$ cat src/pbs_pkg.sv
// Shared types and constants for the priority batch scheduler.
// Holds the transaction structs, the job entry layout and the controller states.
// Depends on nothing; every other file of the block uses it.
package pbs_pkg;

   localparam int MAX_JOBS_DEFAULT = 16;

   localparam int BURST_W = 16;
   localparam int PRIO_W  = 8;
   localparam int ID_W    = 5;
   localparam int TIME_W  = 20;

   typedef struct packed {
      logic [BURST_W-1:0] burst_time;
      logic [PRIO_W-1:0]  job_priority;
      logic               last_job;
   } req_type;

   typedef struct packed {
      logic [ID_W-1:0]    job_id;
      logic [BURST_W-1:0] job_burst;
      logic [PRIO_W-1:0]  job_prio;
      logic [TIME_W-1:0]  wait_time;
      logic [TIME_W-1:0]  turnaround;
      logic               last_result;
   } rsp_type;

   // One job as it sits in the sorted store.
   typedef struct packed {
      logic [ID_W-1:0]    tag;
      logic [PRIO_W-1:0]  prio;
      logic [BURST_W-1:0] burst;
   } entry_type;

   typedef enum logic [2:0] {
      ST_IDLE,
      ST_SHIFT,
      ST_PLACE,
      ST_DRAIN_RD,
      ST_DRAIN_LOAD
   } state_type;

endpackage

$ cat src/priority_batch_scheduler.sv
// Priority batch scheduler: non-preemptive priority scheduling of a batch of jobs.
//
// Usage: jobs arrive as transactions on the req_ channel (req_valid, req_stall, req_data),
// each with a burst time, a priority number and a last_job flag. The block tags each job
// with its arrival number starting at 1 and inserts it into a store kept sorted by
// ascending priority number; equal priorities keep arrival order. When the last job of
// a batch is taken, or the store becomes full, the batch is emitted on the rsp_ channel,
// one transaction per job, with the running wait time and the turnaround time. The final
// result of a batch carries last_result.
// Insertion: the first job of a batch is written straight into the front slot. Each later
// job moves up by one every stored job of higher priority number, as the insertion walks
// the store one entry per cycle, and then takes the freed slot.
// Each result takes a store read, then an output register load. req_stall is
// high while a job is being inserted or a batch is being drained.
// Reset clears the job count, the time accumulator and the output valid; the store
// contents need no clearing because only entries of the current batch are ever read.
// A stall on rsp_ holds the output register; the drain waits on it and the read data
// stays registered until the output register frees up. New jobs are taken again once
// the final result of a batch sits in the output register.
module priority_batch_scheduler #(
   parameter int MAX_JOBS = pbs_pkg::MAX_JOBS_DEFAULT
) (
   input  logic              clock,
   input  logic              reset,
   input  logic              req_valid,
   output logic              req_stall,
   input  pbs_pkg::req_type  req_data,
   output logic              rsp_valid,
   input  logic              rsp_stall,
   output pbs_pkg::rsp_type  rsp_data
);

   // Index width for the store and width of the job count, which must hold MAX_JOBS.
   localparam int IW = $clog2(MAX_JOBS);
   localparam int CW = $clog2(MAX_JOBS + 1);

   pbs_pkg::state_type state_ff, state_in;
   logic [CW-1:0]      cnt_ff, cnt_in;
   logic [IW-1:0]      pos_ff, pos_in;
   logic [IW-1:0]      k_ff, k_in;
   pbs_pkg::entry_type new_ff, new_in;
   logic               done_ff, done_in;
   logic [pbs_pkg::TIME_W-1:0] acc_ff, acc_in;
   logic               rsp_valid_ff, rsp_valid_in;
   pbs_pkg::rsp_type   rsp_data_ff, rsp_data_in;

   logic               wr_en;
   logic [IW-1:0]      wr_addr;
   pbs_pkg::entry_type wr_data;
   logic               rd_en;
   logic [IW-1:0]      rd_addr;
   pbs_pkg::entry_type rd_data;

   logic [CW-1:0]      next_cnt;
   logic [IW-1:0]      slot;
   logic [IW-1:0]      pos_m1;
   logic               out_free;
   logic               load_rsp;
   logic               drain_last;
   logic [pbs_pkg::TIME_W-1:0] acc_sum;

   pbs_job_ram #(
      .DEPTH (MAX_JOBS),
      .AW    (IW)
   ) u_ram (
      .clock   (clock),
      .wr_en   (wr_en),
      .wr_addr (wr_addr),
      .wr_data (wr_data),
      .rd_en   (rd_en),
      .rd_addr (rd_addr),
      .rd_data (rd_data)
   );

   assign next_cnt   = cnt_ff + CW'(1);
   assign slot       = IW'(cnt_ff);
   assign pos_m1     = pos_ff - IW'(1);
   assign out_free   = !rsp_valid_ff || !rsp_stall;
   assign drain_last = (CW'(k_ff) + CW'(1)) == cnt_ff;
   assign acc_sum    = acc_ff + pbs_pkg::TIME_W'(rd_data.burst);

   always_ff @(posedge clock) begin
      if (reset) begin
         state_ff     <= pbs_pkg::ST_IDLE;
         cnt_ff       <= '0;
         pos_ff       <= '0;
         k_ff         <= '0;
         done_ff      <= 1'b0;
         acc_ff       <= '0;
         rsp_valid_ff <= 1'b0;
      end else begin
         state_ff     <= state_in;
         cnt_ff       <= cnt_in;
         pos_ff       <= pos_in;
         k_ff         <= k_in;
         done_ff      <= done_in;
         acc_ff       <= acc_in;
         rsp_valid_ff <= rsp_valid_in;
      end
   end

   // Payload registers carry no reset.
   always_ff @(posedge clock) begin
      new_ff      <= new_in;
      rsp_data_ff <= rsp_data_in;
   end

   always_comb begin
      state_in     = state_ff;
      cnt_in       = cnt_ff;
      pos_in       = pos_ff;
      k_in         = k_ff;
      done_in      = done_ff;
      acc_in       = acc_ff;
      new_in       = new_ff;
      rsp_valid_in = rsp_valid_ff && rsp_stall;
      rsp_data_in  = rsp_data_ff;
      wr_en        = 1'b0;
      wr_addr      = pos_ff;
      wr_data      = new_ff;
      rd_en        = 1'b0;
      rd_addr      = pos_m1;
      load_rsp     = 1'b0;
      req_stall    = 1'b1;

      case (state_ff)
         pbs_pkg::ST_IDLE: begin
            req_stall = 1'b0;
            if (req_valid) begin
               new_in.tag   = pbs_pkg::ID_W'(next_cnt);
               new_in.prio  = req_data.job_priority;
               new_in.burst = req_data.burst_time;
               done_in      = req_data.last_job || (next_cnt == CW'(MAX_JOBS));
               pos_in       = slot;
               if (cnt_ff == '0) begin
                  // First job of a batch goes straight into the front slot.
                  wr_en    = 1'b1;
                  wr_addr  = '0;
                  wr_data  = new_in;
                  cnt_in   = next_cnt;
                  state_in = done_in ? pbs_pkg::ST_DRAIN_RD : pbs_pkg::ST_IDLE;
               end else begin
                  rd_en    = 1'b1;
                  rd_addr  = slot - IW'(1);
                  state_in = pbs_pkg::ST_SHIFT;
               end
            end
         end

         pbs_pkg::ST_SHIFT: begin
            // The entry below the hole is in rd_data; strictly greater priority numbers
            // move up by one, which keeps equal priorities in arrival order.
            if (rd_data.prio > new_ff.prio) begin
               wr_en   = 1'b1;
               wr_addr = pos_ff;
               wr_data = rd_data;
               pos_in  = pos_m1;
               if (pos_m1 == '0) begin
                  state_in = pbs_pkg::ST_PLACE;
               end else begin
                  rd_en   = 1'b1;
                  rd_addr = pos_m1 - IW'(1);
               end
            end else begin
               wr_en    = 1'b1;
               wr_addr  = pos_ff;
               wr_data  = new_ff;
               cnt_in   = next_cnt;
               state_in = done_ff ? pbs_pkg::ST_DRAIN_RD : pbs_pkg::ST_IDLE;
            end
         end

         pbs_pkg::ST_PLACE: begin
            wr_en    = 1'b1;
            wr_addr  = pos_ff;
            wr_data  = new_ff;
            cnt_in   = next_cnt;
            state_in = done_ff ? pbs_pkg::ST_DRAIN_RD : pbs_pkg::ST_IDLE;
         end

         pbs_pkg::ST_DRAIN_RD: begin
            rd_en    = 1'b1;
            rd_addr  = k_ff;
            state_in = pbs_pkg::ST_DRAIN_LOAD;
         end

         pbs_pkg::ST_DRAIN_LOAD: begin
            if (out_free) begin
               load_rsp                = 1'b1;
               rsp_valid_in            = 1'b1;
               rsp_data_in.job_id      = rd_data.tag;
               rsp_data_in.job_burst   = rd_data.burst;
               rsp_data_in.job_prio    = rd_data.prio;
               rsp_data_in.wait_time   = acc_ff;
               rsp_data_in.turnaround  = acc_sum;
               rsp_data_in.last_result = drain_last;
               if (drain_last) begin
                  cnt_in   = '0;
                  acc_in   = '0;
                  k_in     = '0;
                  state_in = pbs_pkg::ST_IDLE;
               end else begin
                  acc_in   = acc_sum;
                  k_in     = k_ff + IW'(1);
                  state_in = pbs_pkg::ST_DRAIN_RD;
               end
            end
         end

         default: begin
            state_in = pbs_pkg::ST_IDLE;
         end
      endcase
   end

   assign rsp_valid = rsp_valid_ff;
   assign rsp_data  = rsp_data_ff;

   // A full store always triggers a drain, so an idle block never holds MAX_JOBS jobs.
   a_count_below_full: assert property (@(posedge clock) disable iff (reset)
      state_ff == pbs_pkg::ST_IDLE |-> cnt_ff < CW'(MAX_JOBS))
      else $error("job count reached the store depth while idle");

   // Loading the final result returns the batch state to empty.
   a_batch_cleared: assert property (@(posedge clock) disable iff (reset)
      load_rsp && drain_last |=>
         state_ff == pbs_pkg::ST_IDLE && cnt_ff == '0 && acc_ff == '0)
      else $error("batch state not cleared after the final result");

   // The turnaround in the output register is always wait time plus burst.
   a_turnaround_sum: assert property (@(posedge clock) disable iff (reset)
      rsp_valid_ff |-> rsp_data_ff.turnaround ==
         pbs_pkg::TIME_W'(rsp_data_ff.wait_time + pbs_pkg::TIME_W'(rsp_data_ff.job_burst)))
      else $error("turnaround does not match wait time plus burst");

   // The insertion walk never runs past the front slot.
   a_shift_pos: assert property (@(posedge clock) disable iff (reset)
      state_ff == pbs_pkg::ST_SHIFT |-> pos_ff != '0)
      else $error("insertion walk at the front slot");

   // A load into the output register only happens when the previous result has left.
   a_no_overwrite: assert property (@(posedge clock) disable iff (reset)
      load_rsp |-> !(rsp_valid_ff && rsp_stall))
      else $error("output register overwritten while stalled");

endmodule

$ cat src/pbs_job_ram.sv
// Job store of the priority batch scheduler: one write port, one registered read port.
// Depends on pbs_pkg for the entry layout.
module pbs_job_ram #(
   parameter int DEPTH = pbs_pkg::MAX_JOBS_DEFAULT,
   parameter int AW    = $clog2(DEPTH)
) (
   input  logic                clock,
   input  logic                wr_en,
   input  logic [AW-1:0]       wr_addr,
   input  pbs_pkg::entry_type  wr_data,
   input  logic                rd_en,
   input  logic [AW-1:0]       rd_addr,
   output pbs_pkg::entry_type  rd_data
);

   pbs_pkg::entry_type mem [DEPTH];
   pbs_pkg::entry_type rd_data_ff;

   always_ff @(posedge clock) begin
      if (wr_en) begin
         mem[wr_addr] <= wr_data;
      end
   end

   // Read data holds until the next read so a stalled consumer sees it stay put.
   always_ff @(posedge clock) begin
      if (rd_en) begin
         rd_data_ff <= mem[rd_addr];
      end
   end

   assign rd_data = rd_data_ff;

endmodule

$ cat config.mk
export PLATFORM = sky130hd
export DESIGN_NAME = priority_batch_scheduler
export DESIGN_NICKNAME = d
export VERILOG_FILES = /design/src/pbs_pkg.sv /design/src/priority_batch_scheduler.sv /design/src/pbs_job_ram.sv
export SDC_FILE = /design/constraint.sdc
export NUM_CORES = 1
export LEC_CHECK = 0
export BUFFER_PORTS_ARGS = -buffer_cell sky130_fd_sc_hd__buf_2
export CORE_MARGIN = 3
export CORE_UTILIZATION = 35
export CTS_CLUSTER_DIAMETER = 150
export DETAILED_ROUTE_END_ITERATION = 10
export GPL_TIMING_DRIVEN = 0
export HOLD_SLACK_MARGIN = 0.15
export PLACE_DENSITY = 0.58
export SLEW_MARGIN = 10
export SYNTH_ARGS = -nofsm -noshare
export SYNTH_HDL_FRONTEND = slang
export SYNTH_SLANG_ARGS = --single-unit
export TNS_END_PERCENT = 1
$ cat constraint.sdc
create_clock -name clock -period 4.1 [get_ports clock]
set_input_delay 0.41 -clock clock [delete_from_list [all_inputs] [get_ports clock]]
set_output_delay 0.41 -clock clock [all_outputs]
set_load 0.03 [all_outputs]
==> results of run 1 <==
where the power goes:
group          internal (uW)  switching, uW  total (uW)
clock network           3670           2420        6090
registers               9160            438        9600
logic                   5180           8010       13200
sequential cells by signal, summed over array words and instances (netlist names):
| signal | count |
|---|---|
| u_ram.rd_data | 29 |
| u_ram.mem | 464 |
| acc_ff | 20 |
| rsp_data | 70 |
| state_ff | 3 |
| rsp_valid | 1 |
| cnt_ff | 5 |
| done_ff | 1 |
| k_ff | 4 |
| pos_ff | 4 |
| new_ff | 29 |
per-stage QoR:
stage                     cells  area [um2]
final                      2789       31050
after CTS                  2789       31040
after detailed placement   2648       28550
after floorplan            1569       26260
after global routing       2789       31050
after global placement     2627       27950
cell usage in the layout, fill, tap and decap left out, drive strengths merged, types with 4 or more instances in the layout:
cell type    netlist  layout
a21o               7       7
a31oi              8       8
nor2b              6       6
ha                32      32
a211oi             4       4
edfxtp           592     592
a22oi             15      15
nor3               7       7
or3                6       6
nand3             13      13
a222oi            25      25
dlygate4sd3        0      25
dfxtp             38      38
bufinv             0       8
clkinv             0      25
a21oi             27      27
o221ai             4       4
o21ai             17      17
xnor2             20      20
xor2               8       8
mux2i            440     440
a21boi             4       4
inv               53      53
nand2b             6       6
clkbuf            25     105
buf               50     170
nor2              66      66
nand4              6       6
nand2             37      37
Yosys cell counts, types with 4 or more instances:
cell / n / area [um2]
sky130_fd_sc_hd__edfxtp_1: 592 / 17780
sky130_fd_sc_hd__mux2i_1: 440 / 4404
sky130_fd_sc_hd__nor2_1: 65 / 244.0
sky130_fd_sc_hd__inv_1: 52 / 195.2
sky130_fd_sc_hd__dfxtp_1: 38 / 760.7
sky130_fd_sc_hd__nand2_1: 36 / 135.1
sky130_fd_sc_hd__ha_1: 32 / 400.4
sky130_fd_sc_hd__a21oi_1: 27 / 135.1
sky130_fd_sc_hd__a222oi_1: 25 / 250.2
sky130_fd_sc_hd__xnor2_1: 20 / 175.2
sky130_fd_sc_hd__buf_2: 19 / 95.09
sky130_fd_sc_hd__clkbuf_1: 19 / 71.32
sky130_fd_sc_hd__buf_6: 17 / 191.4
sky130_fd_sc_hd__o21ai_0: 16 / 80.08
sky130_fd_sc_hd__a22oi_1: 15 / 112.6
sky130_fd_sc_hd__nand3_1: 12 / 60.06
sky130_fd_sc_hd__buf_4: 10 / 75.07
sky130_fd_sc_hd__a31oi_1: 8 / 50.05
sky130_fd_sc_hd__xor2_1: 8 / 70.07
sky130_fd_sc_hd__a21o_1: 7 / 52.55
sky130_fd_sc_hd__clkbuf_4: 6 / 45.04
sky130_fd_sc_hd__nor2b_1: 6 / 37.54
sky130_fd_sc_hd__nor3_1: 6 / 30.03
sky130_fd_sc_hd__or3_1: 6 / 37.54
sky130_fd_sc_hd__nand2b_1: 5 / 31.28
sky130_fd_sc_hd__nand4_1: 5 / 31.28
sky130_fd_sc_hd__a211oi_1: 4 / 30.03
sky130_fd_sc_hd__buf_1: 4 / 15.01
sky130_fd_sc_hd__o221ai_1: 4 / 35.03
area by class of cell:
cell class / instances / area [um2] / area share, %
Inverter: 53 / 201.4 / 0.6488
Timing Repair Buffer: 146 / 1227 / 3.953
Multi-Input combinational cell: 811 / 7172 / 23.10
Buffer: 75 / 499.2 / 1.608
Tap cell: 959 / 1200 / 3.865
Clock inverter: 36 / 385.4 / 1.241
Sequential cell: 630 / 18540 / 59.71
Clock buffer: 79 / 1826 / 5.880
per-layer routing:
| layer | wire length, um | GRT usage, % | up-vias |
|---|---|---|---|
| li1 | - | - | 6554 |
| met1 | 29150 | 22.94 | 7367 |
| met2 | 30780 | 27.17 | 496 |
| met3 | 4215 | 3.209 | 108 |
| met4 | 1840 | 5.748 | 0 |
| met5 | 0 | 0 | - |
critical path: stages (launching register included):
cell                       delay [ps]
sky130_fd_sc_hd__dfxtp_1          310
sky130_fd_sc_hd__clkbuf_1         230
sky130_fd_sc_hd__inv_1            280
sky130_fd_sc_hd__ha_1             230
sky130_fd_sc_hd__nor4b_4          460
sky130_fd_sc_hd__and2_1           210
sky130_fd_sc_hd__clkbuf_1         500
sky130_fd_sc_hd__clkbuf_4         480
sky130_fd_sc_hd__nor2_1           220
sky130_fd_sc_hd__nor2_4           450
sky130_fd_sc_hd__buf_12           250
worst paths after layout:
kind,start,to,slack (ps),depth (start not counted)
max,cnt_ff[0],u_ram.mem[3][13],130,10
min,req_data[0],done_ff,290,3
max reg2reg,cnt_ff[0],u_ram.mem[3][13],130,10
min reg2reg,acc_ff[16],rsp_data[37],440,0
kinds of logic (layout without fill, tap and decap cells):
logic type / after synthesis / after routing / synth area share (%)
XOR/XNOR: 28 / 28 / 0.9340
AO/OA/AOI/OAI: 142 / 142 / 4.179
AND/OR/NAND/NOR: 168 / 168 / 3.279
multiplexers: 440 / 440 / 16.77
buffers and inverters: 128 / 389 / 2.635
adder cells (fa/ha/maj): 33 / 33 / 1.601
flip-flops: 630 / 630 / 70.60
what timing repair did:
action	in CTS	in global routing
setup buffers	1	0
pin swaps	1	0
endpoints found under the hold margin	25	0
setup endpoints to repair	266	355
resized for setup	5	9
hold buffers	25	0
==> qor.txt, run 1 <==
OUTCOME
--------------------------------------------------------------------------------------
Status                                                                    complete, no violations

DIE
--------------------------------------------------------------------------------------
Total Die Area                                                               78340 um2
Site Rows                                                                           99
Height of the die                                                             279.9 um
Effective utilization at floorplan                                              35.69%
Chip Width                                                                    279.9 um
Core region area                                                             73580 um2
Ports                                                                              101

TIMING
--------------------------------------------------------------------------------------
Number of hold violations in the final report                                        0
Fin Hold WS                                                                   289.3 ps
Pins Over Slew Limit                                                                 0
Setup TNS                                                                         0 ps
Tcrit/Tclk final                                                                96.91%
Final critical-path setup slack                                               126.6 ps
Unrepaired setup endpoints after global routing                                     no
Maximum achievable frequency                                                 251.7 MHz
Worst Skew                                                                    32.19 ps
Remaining max-slew budget at the tightest pin                                   31.42%
Crit path time final                                                           3973 ps
Final-report setup violation count                                                   0
Transition time at the pin with the least slew margin                          1029 ps

DRT
--------------------------------------------------------------------------------------
TritonRoute pass-1 iters                                                             8
Via Count                                                                        14525
Detailed-route wire length                                                    65980 um
DRC violation total after the first TritonRoute iteration                         1365
Number of routed nets with antenna violations                                        0
Vias/cell                                                                        5.208
Number of design rule violations left after detail routing                           0
Wire length per cell after detailed routing                                   23.66 um

SETUP PATH
--------------------------------------------------------------------------------------
Crit path launch type                                                         register
Critical path required time                                                    4370 ps
Data arrival time of the critical path                                         4250 ps
Sort of element at the end of the critical path                               register
Highest fanout seen on the critical path                                            19
CP Class                                                                  register to register

CLOCK TREE
--------------------------------------------------------------------------------------
Count of clock tree sinks                                                          630
Max H-tree Level                                                                     3
Clock tree from TritonCTS                                                         done
Clock-pin transition on the worst setup and hold timing paths                    60 ps
Clk Tree Root Cell                                                        sky130_fd_sc_hd__clkbuf_16
Number of buffers inserted during clock tree synthesis                              68
Clock Path Buffers                                                                   3
Clock Latency Late Sink                                                         600 ps

LAYOUT
--------------------------------------------------------------------------------------
Area growth, synth to finish                                                    18.25%
# nets final                                                                      1847
Utilization after layout                                                        42.20%
Number of antenna repair diodes                                                      0
Number of filler cells placed in the layout                                       6568
Layout cells sized above 1                                                      16.78%

GLOBAL ROUTING
--------------------------------------------------------------------------------------
Total global routing overflow                                                        0
First-pass GRT wire length                                                    96520 um
Global-route usage over all layers                                              16.85%
Pin count of the biggest net entering global routing                                65
Number of global-route vias before repair                                        14632
Initial antenna violation count                                                      3

PLACEMENT
--------------------------------------------------------------------------------------
Number of buffers inserted by port buffering                                        99
Pre-CTS worst setup slack                                                    -434.6 ps
Last weighted congestion value of the routability-driven placer                 0.8668
Detail Placement HPWL                                                         44560 um

RUN
--------------------------------------------------------------------------------------
Total of max-cap violations                                                          0

SYNTH
--------------------------------------------------------------------------------------
Dominant register cell in the synthesized netlist                         sky130_fd_sc_hd__edfxtp_1
Portion of the post-synthesis area used by sequential elements                  70.60%
Syn Area/Cell                                                                16.74 um2
Synthesis-stage register bit count                                                 630
Number of distinct standard cells referenced by the synthesized netlist             72
Count of warnings emitted by yosys                                                   0
Fraction of registers with async set/reset                                          0%
Combined area of all synthesized cells                                       26260 um2
Synthesized netlist net count                                                     1631
Cell count after synthesis                                                        1569
Number of flops mapped to enable cells by yosys                                    592

MIN PATH
--------------------------------------------------------------------------------------
Classification of the worst-slack hold path                               input pin to register

POWER
--------------------------------------------------------------------------------------
Overall power                                                                 28870 uW
P_leak                                                                      0.01122 uW
Power Density                                                             929.7 nW/um2
Worst vdd ir                                                                 0.6810 mV

Note: power is estimated with default switching activity, not from simulation.
==> inputs of run 2 (changes only) <==
==> constraint.sdc (replaced) <==
create_clock -name clock -period 4.1 [get_ports clock]
set_input_delay 0.615 -clock clock [delete_from_list [all_inputs] [get_ports clock]]
set_output_delay 0.615 -clock clock [all_outputs]
set_load 0.03 [all_outputs]
==> qor.txt, run 2 (synthesis gave the netlist of run 1 again) <==
CLOCK TREE
------------------------------------------------------------------------------
Number of buffers inserted during clock tree synthesis                      68   unchanged
Max H-tree Level                                                             3   unchanged
Count of clock tree sinks                                                  630   unchanged
Clock Path Buffers                                                           3   unchanged
Clock-pin transition on the worst setup and hold timing paths            60 ps   about the same
Clk Tree Root Cell                                                sky130_fd_sc_hd__clkbuf_16   unchanged
Number of hold buffers added after cts                                       0   was 25
Clock Latency Late Sink                                                 600 ps   about the same
Clock tree from TritonCTS                                                 done   unchanged

DIE
------------------------------------------------------------------------------
Total Die Area                                                       78340 um2   unchanged
Effective utilization at floorplan                                      35.69%   unchanged
Site Rows                                                                   99   unchanged
Ports                                                                      101   unchanged
Chip Width                                                            279.9 um   unchanged
Core region area                                                     73580 um2   unchanged
Height of the die                                                     279.9 um   unchanged

TIMING
------------------------------------------------------------------------------
Pins Over Slew Limit                                                         0   unchanged
Transition time at the pin with the least slew margin                  1035 ps   was 1029 ps
Worst Skew                                                            32.82 ps   was 32.19 ps
Maximum achievable frequency                                         251.5 MHz   was 251.7 MHz
Final-report setup violation count                                           0   unchanged
Unrepaired setup endpoints after global routing                             no   unchanged
Remaining max-slew budget at the tightest pin                           30.98%   was 31.42%
Tcrit/Tclk final                                                        96.98%   was 96.91%
Crit path time final                                                   3976 ps   was 3973 ps
Final critical-path setup slack                                       124.0 ps   was 126.6 ps
Number of hold violations in the final report                                0   unchanged

DRT
------------------------------------------------------------------------------
Number of routed nets with antenna violations                                0   unchanged
Wire length per cell after detailed routing                           23.81 um   was 23.66 um
DRC violation total after the first TritonRoute iteration                 1392   was 1365
Detailed-route wire length                                            65810 um   was 65980 um
Vias/cell                                                                5.223   was 5.208
Number of design rule violations left after detail routing                   0   unchanged
TritonRoute pass-1 iters                                                     6   was 8
Via Count                                                                14436   was 14525

SETUP PATH
------------------------------------------------------------------------------
Data arrival time of the critical path                                 4250 ps   about the same
Crit path launch type                                                 register   unchanged
Sort of element at the end of the critical path                       register   unchanged
CP Class                                                          register to register   unchanged
Crit Reg-Reg Startpoint                                              cnt_ff[0]   unchanged
Cell at the slowest stage of the critical path                    sky130_fd_sc_hd__clkbuf_1   unchanged
Count of buffer and inverter cells on the critical path                      5   unchanged
Highest fanout seen on the critical path                                    19   unchanged
CP Launch Point                                                      cnt_ff[0]   unchanged
Register-to-Register Path Depth                                             10   unchanged
Family with the most delay on the worst path                      buffers and inverters   unchanged
Crit-path cells                                                   clkbuf_1, inv_1, ha_1, nor4b_4, and2_1, clkbuf_1, clkbuf_4, nor2_1, nor2_4, buf_12   unchanged
Endpoint of the worst register-to-register path                   u_ram.mem[3][13]   unchanged
Critical path required time                                            4380 ps   was 4370 ps
Crit-path max cell delay                                                490 ps   was 500 ps
Crit-path most repeated cell                                      sky130_fd_sc_hd__clkbuf_1   unchanged
Number of stages on the worst setup path                                    10   unchanged
Reg2reg setup slack                                                     120 ps   was 130 ps

OUTCOME
------------------------------------------------------------------------------
Status                                                            complete, no violations   unchanged

LAYOUT
------------------------------------------------------------------------------
Commonest cells after routing, fill and taps aside                592 x sky130_fd_sc_hd__edfxtp_1, 440 x sky130_fd_sc_hd__mux2i_1, 119 x sky130_fd_sc_hd__buf_2, 70 x sky130_fd_sc_hd__clkbuf_16, 53 x sky130_fd_sc_hd__nor2_1   unchanged
Storage element area                                                 18540 um2   unchanged
Final instance area                                                  30800 um2   was 31050 um2
Leading cell type in the layout, fill and taps excluded           sky130_fd_sc_hd__edfxtp_1   unchanged
Layout cells sized above 1                                              17.01%   was 16.78%
Flip-flop count of the largest register after layout                       464   unchanged
Number of antenna repair diodes                                              0   unchanged
# nets final                                                              1822   was 1847
Number of filler cells placed in the layout                               6579   was 6568
Area occupied by multi-input gates                                    7172 um2   unchanged
Biggest register                                                     u_ram.mem   unchanged
Area growth, synth to finish                                            17.29%   was 18.25%

RUN
------------------------------------------------------------------------------
Total of max-cap violations                                                  0   unchanged

PLACEMENT
------------------------------------------------------------------------------
Number of buffers inserted by port buffering                                99   unchanged
Last weighted congestion value of the routability-driven placer         0.8668   unchanged
Pre-CTS worst setup slack                                            -624.3 ps   was -434.6 ps
Detail Placement HPWL                                                 44560 um   unchanged
Dpl cell area                                                        28550 um2   unchanged

POWER
------------------------------------------------------------------------------
Power Density                                                     937.2 nW/um2   was 929.7 nW/um2
P_leak                                                              0.01111 uW   was 0.01122 uW
Worst vdd ir                                                         0.6811 mV   was 0.6810 mV

MIN PATH
------------------------------------------------------------------------------
Hold endpoint                                                        new_ff[5]   was done_ff
Hold Crit Start                                                   req_data[14]   was req_data[0]
Classification of the worst-slack hold path                       input pin to register   unchanged
Hold Path Stages                                                             1   was 3

GLOBAL ROUTING
------------------------------------------------------------------------------
Global-route usage over all layers                                      16.82%   was 16.85%
Total global routing overflow                                                0   unchanged
Initial antenna violation count                                              3   unchanged
Number of global-route vias before repair                                14540   was 14632
First-pass GRT wire length                                            96270 um   was 96520 um
Pin count of the biggest net entering global routing                        65   unchanged

[run 2: per-layer routing]
metal	share of wire [%]	vias up	global-route usage, %
li1	-	6508	-
met1	44	7305	22.93
met2	47	512	27.09
met3	6.4	111	3.200
met4	2.8	0	5.748
met5	0	-	0
[run 2: layout make-up]
class,count,share of cell area [%]
buffer,75,1.621
clock inverter,36,1.251
multi-input combinational,811,23.29
tap,959,3.896
clock buffer,79,5.927
sequential,630,60.19
timing repair buffer,121,3.173
inverter,53,0.6541
[run 2: worst max-delay path by stage]
| stage | endpoint | slack [ps] |
|---|---|---|
| 6_report | u_ram.mem[3][13] | 120 |
| 5_1_grt | u_ram.rd_data[18] | 0.8 |
| 4_1_cts | u_ram.mem[3][13] | 20 |
| 3_5_place_dp | u_ram.mem[1][23] | -620 |
| 3_3_place_gp | u_ram.mem[3][13] | -3840 |
| 2_1_floorplan | u_ram.mem[1][0] | -210 |
[run 2: repair_timing]
action	4_1_cts	5_1_grt
setup buffers	1	0
setup endpoints to repair	266	355
resized for setup	5	9
pin swaps	1	0
[run 2: stage by stage]
stage               std cells  utilization, %  TNS (ps)  total power [uW]  hold WS (ps)
finish                   2764           41.86         0             28860         218.5
global route             2764           41.86         0             30280         198.2
CTS                      2764           41.85         0             29080         177.7
detailed placement       2648           38.80    -75300             22930         427.9
global placement         2627           37.99  -1313360             22500         419.3
floorplan                1569               -    -18180             18720         406.4
[run 2: power breakdown]
part	switching [uW]	internal [uW]	leakage [uW]	total, uW
Combinational	8020	5160	0.00437	13200
Sequential	442	9160	0.00567	9600
Clock	2410	3670	0.00108	6080
